File: src/sv/mpmc_pkg.sv
`timescale 1ns / 1ps
`default_nettype none
// ----------------------------------------------------------------------------
// mpmc_pkg - shared types and constants of the multi-period move clock
// Item layouts, register map, period word fields and status codes.
// ----------------------------------------------------------------------------
package mpmc_pkg;

  localparam int MAX_PERIODS = 4;
  localparam int WORD_COUNT  = 4;
  localparam int PERIOD_LIMIT_INT = (MAX_PERIODS > WORD_COUNT) ? WORD_COUNT : MAX_PERIODS;
  localparam logic [2:0] PERIOD_LIMIT = 3'(PERIOD_LIMIT_INT);
  localparam int MS_PER_SEC = 1000;

  localparam int ADDR_W = 5;
  localparam int DATA_W = 32;

  // register indexes (byte address = 4 * index)
  localparam logic [2:0] REG_NUM_PERIODS = 3'd0;
  localparam logic [2:0] REG_WORD_0      = 3'd1;
  localparam logic [2:0] REG_WORD_1      = 3'd2;
  localparam logic [2:0] REG_WORD_2      = 3'd3;
  localparam logic [2:0] REG_WORD_3      = 3'd4;

  // commands
  localparam logic CMD_RESTART = 1'b0;
  localparam logic CMD_MOVE    = 1'b1;

  // period types
  localparam logic [3:0] KIND_ROLLOVER = 4'd1;
  localparam logic [3:0] KIND_GAME_IN  = 4'd2;
  localparam logic [3:0] KIND_MOVES_IN = 4'd3;

  // status codes
  localparam logic [1:0] ST_OK        = 2'd0;
  localparam logic [1:0] ST_EXPIRED   = 2'd1;
  localparam logic [1:0] ST_BAD_TABLE = 2'd2;
  localparam logic [1:0] ST_NO_PERIOD = 2'd3;

  typedef struct packed {
    logic        command;
    logic [25:0] time_taken_ms;
  } in_item_t;

  typedef struct packed {
    logic [1:0]  status;
    logic [31:0] time_left_ms;
    logic [7:0]  moves_left;
    logic [1:0]  period_now;
    logic        flag_out_of_time;
    logic [15:0] moves_played;
  } out_item_t;

  typedef struct packed {
    logic [2:0]                       num_periods;
    logic [WORD_COUNT-1:0][31:0]      words;
  } cfg_t;

  function automatic logic [3:0] w_type(input logic [31:0] w);
    return w[31:28];
  endfunction

  function automatic logic [7:0] w_moves(input logic [31:0] w);
    return w[27:20];
  endfunction

  function automatic logic [15:0] w_secs(input logic [31:0] w);
    return w[19:4];
  endfunction

  function automatic logic [3:0] w_inc(input logic [31:0] w);
    return w[3:0];
  endfunction

  // moves left on entering a period
  function automatic logic [7:0] entry_moves(input logic [31:0] w);
    logic [7:0] m;
    case (w_type(w))
      KIND_ROLLOVER: m = w_moves(w);
      KIND_MOVES_IN: m = 8'd1;
      default:       m = 8'd0;
    endcase
    return m;
  endfunction

  function automatic logic period_ok(input logic [31:0] w);
    logic ok;
    case (w_type(w))
      KIND_ROLLOVER: ok = (w_moves(w) != 8'd0);
      KIND_GAME_IN:  ok = (w_moves(w) == 8'd0);
      KIND_MOVES_IN: ok = (w_moves(w) == 8'd1) && (w_inc(w) == 4'd0);
      default:       ok = 1'b0;
    endcase
    return ok && (w_secs(w) != 16'd0);
  endfunction

endpackage
`default_nettype wire

File: src/sv/mpmc_cfg_regs.sv
`timescale 1ns / 1ps
`default_nettype none
// ----------------------------------------------------------------------------
// mpmc_cfg_regs - configuration register file
// APB-style writes and reads of the period count and the four period words.
// ----------------------------------------------------------------------------
module mpmc_cfg_regs (
  input  wire logic                        clk,
  input  wire logic                        rst_n,
  input  wire logic                        psel,
  input  wire logic                        penable,
  input  wire logic                        pwrite,
  input  wire logic [mpmc_pkg::ADDR_W-1:0] paddr,
  input  wire logic [mpmc_pkg::DATA_W-1:0] pwdata,
  output logic      [mpmc_pkg::DATA_W-1:0] prdata,
  output logic                             pready,
  output mpmc_pkg::cfg_t                   cfg
);
  import mpmc_pkg::*;

  cfg_t       cfg_r;
  cfg_t       cfg_nxt;
  logic       wr_en;
  logic [2:0] reg_idx;

  assign pready  = 1'b1;
  assign reg_idx = paddr[4:2];
  assign wr_en   = psel && penable && pwrite && pready;

  always_comb begin
    cfg_nxt = cfg_r;
    if (wr_en) begin
      unique case (reg_idx)
        REG_NUM_PERIODS: cfg_nxt.num_periods = pwdata[2:0];
        REG_WORD_0:      cfg_nxt.words[0]    = pwdata;
        REG_WORD_1:      cfg_nxt.words[1]    = pwdata;
        REG_WORD_2:      cfg_nxt.words[2]    = pwdata;
        REG_WORD_3:      cfg_nxt.words[3]    = pwdata;
        default:         cfg_nxt = cfg_r;
      endcase
    end
  end

  always_comb begin
    unique case (reg_idx)
      REG_NUM_PERIODS: prdata = {29'd0, cfg_r.num_periods};
      REG_WORD_0:      prdata = cfg_r.words[0];
      REG_WORD_1:      prdata = cfg_r.words[1];
      REG_WORD_2:      prdata = cfg_r.words[2];
      REG_WORD_3:      prdata = cfg_r.words[3];
      default:         prdata = '0;
    endcase
  end

  always_ff @(posedge clk) begin
    if (!rst_n) begin
      cfg_r.num_periods <= 3'd1;
      cfg_r.words       <= '0;
    end else begin
      cfg_r <= cfg_nxt;
    end
  end

  assign cfg = cfg_r;

endmodule
`default_nettype wire

File: src/sv/mpmc_update.sv
`timescale 1ns / 1ps
`default_nettype none
// ----------------------------------------------------------------------------
// mpmc_update - clock state and single-pass item update
// Holds the clock state and computes the next state and result of one item.
// ----------------------------------------------------------------------------
module mpmc_update (
  input  wire logic                 clk,
  input  wire logic                 rst_n,
  input  wire logic                 fire,
  input  wire mpmc_pkg::in_item_t   item,
  input  wire mpmc_pkg::cfg_t       cfg,
  output mpmc_pkg::out_item_t       result
);
  import mpmc_pkg::*;

  logic [1:0]  cur_period_r, cur_period_nxt;
  logic [31:0] remaining_r,  remaining_nxt;
  logic [7:0]  moves_left_r, moves_left_nxt;
  logic        expired_r,    expired_nxt;
  logic [15:0] move_total_r, move_total_nxt;
  logic [1:0]  status;

  logic [31:0] w_cur, w_nx, w_sel;
  logic [2:0]  nx;
  logic        cp_bad, nx_bad;
  logic        is_roll, enter;
  logic [7:0]  ml_dec;
  logic        over;
  logic        table_ok;
  logic [25:0] secs_ms;
  logic [13:0] inc_ms;
  logic [33:0] acc;
  logic [31:0] acc_sat;

  assign w_cur   = cfg.words[cur_period_r];
  assign w_nx    = cfg.words[cur_period_r + 2'd1];
  assign nx      = {1'b0, cur_period_r} + 3'd1;
  assign cp_bad  = ({1'b0, cur_period_r} >= cfg.num_periods) ||
                   ({1'b0, cur_period_r} >= PERIOD_LIMIT);
  assign nx_bad  = (nx >= cfg.num_periods) || (nx >= PERIOD_LIMIT);
  assign is_roll = (w_type(w_cur) == KIND_ROLLOVER);
  assign ml_dec  = moves_left_r - 8'd1;
  assign enter   = is_roll && (ml_dec == 8'd0) && !nx_bad;
  assign over    = remaining_r < {6'd0, item.time_taken_ms};

  // shared seconds-to-ms multiplier, operand picked by what the item needs
  always_comb begin
    if (item.command == CMD_RESTART) w_sel = cfg.words[0];
    else if (enter)                  w_sel = w_nx;
    else                             w_sel = w_cur;
  end
  assign secs_ms = 26'(w_secs(w_sel)) * 26'(MS_PER_SEC);
  assign inc_ms  = 14'(w_inc(w_cur)) * 14'(MS_PER_SEC);

  // both additions saturate at the top; clamping once at the end is the same
  assign acc = {2'd0, remaining_r} - {8'd0, item.time_taken_ms} + {20'd0, inc_ms}
             + (enter ? {8'd0, secs_ms} : 34'd0);
  assign acc_sat = (acc[33:32] != 2'd0) ? '1 : acc[31:0];

  always_comb begin
    logic ok;
    ok = (cfg.num_periods != 3'd0) && (cfg.num_periods <= PERIOD_LIMIT);
    for (int i = 0; i < WORD_COUNT; i++) begin
      if (3'(i) < cfg.num_periods) begin
        if (!period_ok(cfg.words[i])) ok = 1'b0;
        if ((3'(i) + 3'd1 < cfg.num_periods) &&
            (w_type(cfg.words[i]) != KIND_ROLLOVER))
          ok = 1'b0;
        if ((3'(i) + 3'd1 == cfg.num_periods) &&
            (w_type(cfg.words[i]) == KIND_ROLLOVER))
          ok = 1'b0;
      end
    end
    table_ok = ok;
  end

  always_comb begin
    cur_period_nxt = cur_period_r;
    remaining_nxt  = remaining_r;
    moves_left_nxt = moves_left_r;
    expired_nxt    = expired_r;
    move_total_nxt = move_total_r;
    status         = ST_OK;
    if (item.command == CMD_RESTART) begin
      if (table_ok) begin
        cur_period_nxt = 2'd0;
        expired_nxt    = 1'b0;
        remaining_nxt  = {6'd0, secs_ms};
        moves_left_nxt = entry_moves(cfg.words[0]);
      end else begin
        status = ST_BAD_TABLE;
      end
    end else if (expired_r) begin
      status = ST_EXPIRED;
    end else if (cp_bad) begin
      status = ST_NO_PERIOD;
    end else begin
      move_total_nxt = move_total_r + 16'd1;
      if (over) begin
        remaining_nxt = '0;
        expired_nxt   = 1'b1;
      end else begin
        remaining_nxt = acc_sat;
        if (is_roll) begin
          moves_left_nxt = ml_dec;
          if (ml_dec == 8'd0) begin
            if (nx_bad) begin
              status = ST_NO_PERIOD;
            end else begin
              cur_period_nxt = nx[1:0];
              moves_left_nxt = entry_moves(w_nx);
            end
          end
        end else if (w_type(w_cur) == KIND_MOVES_IN) begin
          remaining_nxt = {6'd0, secs_ms};
        end
      end
    end
  end

  always_ff @(posedge clk) begin
    if (!rst_n) begin
      cur_period_r <= '0;
      remaining_r  <= '0;
      moves_left_r <= '0;
      expired_r    <= 1'b0;
      move_total_r <= '0;
    end else if (fire) begin
      cur_period_r <= cur_period_nxt;
      remaining_r  <= remaining_nxt;
      moves_left_r <= moves_left_nxt;
      expired_r    <= expired_nxt;
      move_total_r <= move_total_nxt;
    end
  end

  assign result.status           = status;
  assign result.time_left_ms     = remaining_nxt;
  assign result.moves_left       = moves_left_nxt;
  assign result.period_now       = cur_period_nxt;
  assign result.flag_out_of_time = expired_nxt;
  assign result.moves_played     = move_total_nxt;

endmodule
`default_nettype wire

File: src/sv/multi_period_move_clock.sv
`timescale 1ns / 1ps
`default_nettype none
// ----------------------------------------------------------------------------
// multi_period_move_clock - one-player move clock over up to four periods
// Restart and move items update remaining time, period and move counts
// with Fischer increment; one result item per input item.
// ----------------------------------------------------------------------------
//   port group  | direction | handshake          | payload
//   in_*        | input     | in_valid/in_stall  | in_data   (command, time)
//   out_*       | output    | out_valid/out_stall| out_data  (status, state)
//   APB config  | input     | psel/penable/pready| paddr, pwdata, prdata
//
// One item per cycle sustained while out_stall is low; items pass the input
// register, then the result register, with a single-pass update between.
// rst_n is synchronous: state clears, num_periods goes to 1, words to 0.
// A held out_stall freezes a full result register; the input register keeps
// its item and in_stall rises only while both registers are full.
// ----------------------------------------------------------------------------
module multi_period_move_clock (
  input  wire logic                        clk,
  input  wire logic                        rst_n,
  // item input
  input  wire logic                        in_valid,
  output logic                             in_stall,
  input  wire mpmc_pkg::in_item_t          in_data,
  // result output
  output logic                             out_valid,
  input  wire logic                        out_stall,
  output mpmc_pkg::out_item_t              out_data,
  // configuration
  input  wire logic                        psel,
  input  wire logic                        penable,
  input  wire logic                        pwrite,
  input  wire logic [mpmc_pkg::ADDR_W-1:0] paddr,
  input  wire logic [mpmc_pkg::DATA_W-1:0] pwdata,
  output logic      [mpmc_pkg::DATA_W-1:0] prdata,
  output logic                             pready
);
  import mpmc_pkg::*;

  cfg_t      cfg;
  in_item_t  in_item_r;
  logic      in_vld_r, in_vld_nxt;
  out_item_t out_item_r;
  out_item_t result;
  logic      out_vld_r, out_vld_nxt;
  logic      adv_out;   // result register may load this cycle
  logic      fire;      // held item is processed and moves to the result
  logic      in_take;

  mpmc_cfg_regs u_regs (
    .clk     (clk),
    .rst_n   (rst_n),
    .psel    (psel),
    .penable (penable),
    .pwrite  (pwrite),
    .paddr   (paddr),
    .pwdata  (pwdata),
    .prdata  (prdata),
    .pready  (pready),
    .cfg     (cfg)
  );

  mpmc_update u_update (
    .clk    (clk),
    .rst_n  (rst_n),
    .fire   (fire),
    .item   (in_item_r),
    .cfg    (cfg),
    .result (result)
  );

  // handshake: the result register drains or is empty -> pipeline moves
  assign adv_out  = !out_vld_r || !out_stall;
  assign fire     = in_vld_r && adv_out;
  assign in_stall = in_vld_r && !adv_out;
  assign in_take  = in_valid && !in_stall;

  always_comb begin
    in_vld_nxt = in_vld_r;
    if (in_take)   in_vld_nxt = 1'b1;
    else if (fire) in_vld_nxt = 1'b0;
  end

  always_comb begin
    out_vld_nxt = out_vld_r;
    if (adv_out) out_vld_nxt = fire;
  end

  always_ff @(posedge clk) begin
    if (!rst_n) begin
      in_vld_r  <= 1'b0;
      out_vld_r <= 1'b0;
    end else begin
      in_vld_r  <= in_vld_nxt;
      out_vld_r <= out_vld_nxt;
    end
  end

  // payload registers, no reset
  always_ff @(posedge clk) begin
    if (in_take) in_item_r  <= in_data;
    if (fire)    out_item_r <= result;
  end

  assign out_valid = out_vld_r;
  assign out_data  = out_item_r;

endmodule
`default_nettype wire

File: config.mk
export PLATFORM = sky130hd
export DESIGN_NAME = multi_period_move_clock
export DESIGN_NICKNAME = d
export VERILOG_FILES = /design/src/sv/mpmc_pkg.sv /design/src/sv/mpmc_cfg_regs.sv /design/src/sv/mpmc_update.sv /design/src/sv/multi_period_move_clock.sv
export SDC_FILE = /design/constraint.sdc
export NUM_CORES = 1
export LEC_CHECK = 0
export BUFFER_PORTS_ARGS = -buffer_cell sky130_fd_sc_hd__buf_2
export CORE_MARGIN = 8
export CORE_UTILIZATION = 25
export DETAILED_ROUTE_END_ITERATION = 7
export REMOVE_ABC_BUFFERS = 1
export SLEW_MARGIN = 30
export SYNTH_ARGS = -nofsm -noshare
export SYNTH_HDL_FRONTEND = slang
export SYNTH_SLANG_ARGS = --single-unit
File: constraint.sdc
create_clock -name clk -period 23.6 [get_ports clk]
set_input_delay 4.72 -clock clk [delete_from_list [all_inputs] [get_ports clk]]
set_output_delay 4.72 -clock clk [all_outputs]
set_load 0.1 [all_outputs]
**Word level (Yosys, flattened, before mapping)**

Index checks and enable logic that the tools add are counted.

- Flip-flop bits (word level): 280
- Input port bits: 71
- Output and inout bits: 96
- Logic and storage cells: 206

- $add $sub $neg: 7
- Multiply operators: 2
- Order comparisons: 12
- Eq/ne operators: 32
- Multiplexer cells: 76
- Reductions and logical operators: 57

Operator list:

| cell | count |
|---|---|
| 32-bit two-way mux | 10 |
| 32-bit case mux with 5 select lines | 1 |
| 32-bit binary-select mux with 2-bit select | 2 |
| 8-bit two-way mux | 8 |
| 16-bit nonzero test | 4 |
| 16-bit two-way mux | 3 |
| 4-bit by 2-bit == test with 1-bit output (second input constant) | 10 |
| 8-bit zero test | 5 |
| 20-bit two-way mux | 2 |
| 34-bit by 14-bit adder with 34-bit output | 1 |
| 34-bit adder | 1 |
| 32-bit by 26-bit subtractor with 33-bit output | 1 |
| 8-bit by 1-bit == test with 1-bit output (second input constant) | 4 |
| 32-bit by 26-bit less-than comparator with 1-bit output | 1 |
| 2-bit two-way mux | 16 |
| 8-bit case mux with 2 select lines | 2 |
| 8-bit nonzero test | 4 |
| 1-bit two-way mux | 27 |
| 26-bit two-way mux | 1 |
| 4-bit by 1-bit == test with 1-bit output (second input constant) | 6 |
| 1-bit logical AND | 24 |
| 16-bit by 7-bit multiplier with 23-bit output (second input constant) | 1 |
| 16-bit by 1-bit adder with 16-bit output (second input constant) | 1 |
| 4-bit zero test | 4 |
| other kinds (26) | 47 |

**Depth between registers and ports, before layout**

- Depth in word-level cells: 23
- Mapped depth: 44

**Hierarchy**

A second synthesis with hierarchy kept.

- Cell total of the unflattened synthesis: 2298
- Area, all modules: 21165.3 µm²

Modules (own cells, without submodules):

| module | times used | cells an instance | area each (µm²) | sequential area each (µm²) |
|---|---|---|---|---|
| mpmc_update | 1 | 1581 | 12552.0 | 1181.1 |
| mpmc_cfg_regs | 1 | 621 | 5886.9 | 2622.5 |
| multi_period_move_clock | 1 | 96 | 2726.4 | 2682.6 |

**Worst setup path before layout**

Ideal clock, no wire load.

- Path type: input to output
- Start: input paddr[3] in the netlist's numbering
- End: output prdata[10] in the netlist's numbering
- Arrival: 6.826 ns
- Data required time: 18.880 ns
- Path slack: 12.054 ns
- Cell stages on the path: 6
- Buffers on the path: 3
- Cells stage by stage: clkbuf_1 -> nor2b_1 -> nor2b_1 -> clkbuf_1 -> clkbuf_1 -> a221o_1

- Cells in the longest elaborated chain, start to end: 2
- Elaborated cells between the ends (all ways): 6

RTL lines:

| item | line | source |
|---|---|---|
| start: declaration | multi_period_move_clock.sv:34 | `input wire logic [mpmc_pkg::ADDR_W-1:0] paddr,` |
| 3-bit == test, or another cell as far along | mpmc_cfg_regs.sv:45 | `unique case (reg_idx)` |
| 32-bit case mux with 5 select lines (*) | mpmc_cfg_regs.sv:45 |  |
| end: declaration | multi_period_move_clock.sv:36 | `output logic [mpmc_pkg::DATA_W-1:0] prdata,` |

Mark *: on every way between the ends. The rest lies on a longest branch, timed or not.

==> results by group <==
Routing
  • Vias per cell: 5.04
  • DR pass1 iterations: 5
  • DR WL/cell: 19.0 um
  • Final wirelength: 69900 um
  • Vias: 18.5k
  • Post-route DRC violation count: 0
  • Initial DRC Count: 1557
  • Routed Antenna Nets: 0

Timing
  • Final period util: 55.2%
  • Pins Over Slew Limit: 0
  • Min cycle time layout: 13.03 ns
  • Worst rel slew slack: 33.8%
  • RSZ-0062 raised after global routing: false
  • Fmax: 76.8 MHz
  • Final setup violation count: 0
  • Clock Skews: 0.0280 ns
  • Final Hold Vio Count: 0
  • Worst Max-Slew Pin Slew: 0.988 ns
  • Final setup TNS: 0 ns

Setup path
  • Worst Path Required: 23.92 ns
  • Crit path max fanout: 53
  • Worst Path Buf+Inv: 4
  • Top cell by count, worst path: ha_1
  • Delay-heaviest family, CP: compound AO/OA/AOI/OAI gates
  • CP max stage delay: 0.80 ns
  • CP Class: reg -> reg
  • Setup crit start kind: flop
  • Crit end category: flop
  • CP arrival: 13.35 ns
  • CP max stage cell: a31oi_1

Pwr
  • PD cells: 65.8 nW/um^2
  • Lkg Pwr: 9.64 nW
  • Worst vdd ir: 0.0426 mV

Run status
  • Run status: finished clean

Synthesis
  • Most common library cells after synthesis: 449 x nand2_1, 272 x a21oi_1, 192 x dfxtp_1, 190 x inv_1, 158 x nor2_1
  • Synth top area cells: dfxtp_1 18%, edfxtp_1 13%, nand2_1 8.1%
  • Share of the synthesized area in the top cell type: 18.4%
  • Synth unique cells: 88
  • Fraction of registers with async set/reset: 0%
  • Post-Syn Area: 20900 um^2
  • FF+latch count, synth: 280
  • EDFF count, synth: 88
  • Ys Warns: 0
  • Sequential share of the synthesized area: 31.1%
  • Most common cell in the netlist: nand2_1
  • Cell taking the most area after synthesis: dfxtp_1
  • Mapped Cells: 2462
  • Ys flop type: dfxtp_1
  • Mean Syn Cell Area: 8.47 um^2

Clock tree
  • Clock root buffer: clkbuf_16
  • CTS tree: yes
  • TritonCTS Buffers: 35
  • CTS H-tree lvls: 2
  • CTS Buffer Depth: 3
  • Clk pin slew, worst setup/hold paths: 0.06 ns
  • Post-CTS sizing: 0
  • Setup bufs post-CTS: 0
  • Cts hold-fix bufs: 0
  • Worst-skew pair later-pin latency: 0.57 ns
  • Clock Sinks: 280

Place
  • # port buffers: 163
  • Final GP Congestion: 0.883
  • Detailed-placement wirelength estimate: 51400 um

Final layout
  • Ratio of cells with drive above 1 in the final layout: 12.9%
  • Synthesis-to-finish area growth: 14.8%
  • Core Util, Final: 28.8%
  • Final net count: 2833

GRT
  • Gr usage total: 14.6%
  • Vias in the first global route: 17.9k
  • Remaining Overflow, GRT: 0
  • Antenna violations before repair: 13
  • First-pass GRT wire length: 108000 um
  • Largest net degree at the start of global routing: 100

Floorplanning
  • Cell Rows: 106
  • I/O pins: 167
  • Die Width: 305 um
  • Die height: 305 um
  • Die area: 92900 um^2
  • CORE AREA: 83200 um^2
  • Initial core utilization: 25.1%

Worst hold path
  • Hold WC Path Type: reg -> reg

Job
  • Max-cap violation count: 0
[worst paths after layout]
check | from | to | slack (ns) | depth (start not counted)
hold reg to reg | u_regs.cfg[62] | u_regs.cfg[62] | 0.47 | 2
setup / recovery | u_update.cur_period_r[0] | out_data[38] | 10.57 | 39
hold / removal | u_regs.cfg[62] | u_regs.cfg[62] | 0.47 | 2
setup reg to reg | u_update.cur_period_r[0] | out_data[38] | 10.57 | 39
[tightest hold or removal path: stages (launching register included)]
cell and delay (ns):
dfxtp_1 0.32, nand2_1 0.06, a21oi_1 0.05
[registers in the layout, indices dropped and copies added (netlist names)]
name	flops
out_data	61
u_update.move_total_r	16
u_update.moves_left_r	8
in_item_r	27
out_valid	1
u_update.expired_r	1
u_regs.cfg	131
u_update.remaining_r	32
u_update.cur_period_r	2
in_vld_r	1
[metrics by stage]
step	setup WS [ns]	power, mW	hold WS [ns]	instances	cell area, um^2
after detailed placement	10.69	1.04	0.467	3604	22800
after CTS	10.63	1.59	0.475	3667	23900
after floorplan	11.45	0.899	0.449	2334	20300
after global placement	10.67	1.04	0.461	3604	22800
final	10.57	1.58	0.474	3672	23900
after global routing	9.78	1.66	0.495	3668	23900
[placed cells by master, fill, tap and decap left out, types with 21 or more instances in the layout]
master     netlist  routed
o21ai_0        103     102
dfxtp_1        192     191
nor4_1          28      27
xnor2_1         61      61
nor2_1         158     156
inv_1          190     189
nor3_1          24      21
nand3_1         34      34
and3_1          23      23
ha_1           134     133
xor2_1          53      53
buf_4            4      26
a221o_1         32      32
fa_1            67      67
a21o_1          24      24
buf_2            5     163
clkbuf_16        0      36
mux4_2          48      48
a22o_1          32      32
a21oi_1        272     272
a31oi_1         29      29
edfxtp_1        88      88
nand2_1        449     448
[routing by layer]
metal	part of all wire, %	global-route usage (%)	wire length, um	up-vias
met1	44	19.1	30600	8848
met4	2.9	4.40	2050	10
li1	-	-	-	8921
met2	46	23.9	32400	608
met5	0.094	0	66	-
met3	6.7	3.04	4710	110
[power breakdown]
group / internal (mW) / leakage [nW] / switching, mW
logic: 0.164 / 6.68 / 0.346
clock network: 0.320 / 0.565 / 0.222
registers: 0.514 / 2.40 / 0.0107
total: 0.998 / 9.64 / 0.578
[area by class of cell]
type | instances | area, um^2
diodes | 5 | 12.5
clock buffers | 53 | 1050
clock inverters | 10 | 87.6
fillers | 8822 | 59200
inverters | 192 | 726
multi-input cells | 1862 | 13200
flip-flops and latches | 280 | 6490
well taps | 1080 | 1350
repair buffers | 190 | 1020
[logic make-up (layout without fill, tap and decap cells)]
| kind of cell | after synthesis | count (layout) | share of synthesized area, % |
|---|---|---|---|
| buf+inv | 320 | 445 | 5.90 |
| compound gates | 652 | 652 | 20.2 |
| flops | 280 | 280 | 31.1 |
| mux | 66 | 66 | 6.05 |
| xor+xnor | 114 | 114 | 4.79 |
| fa+ha+maj | 201 | 201 | 14.5 |
| simple gates | 828 | 828 | 17.5 |
| other cells | 1 | 6 | 0.0180 |
Note: power is estimated with default switching activity, not from simulation.
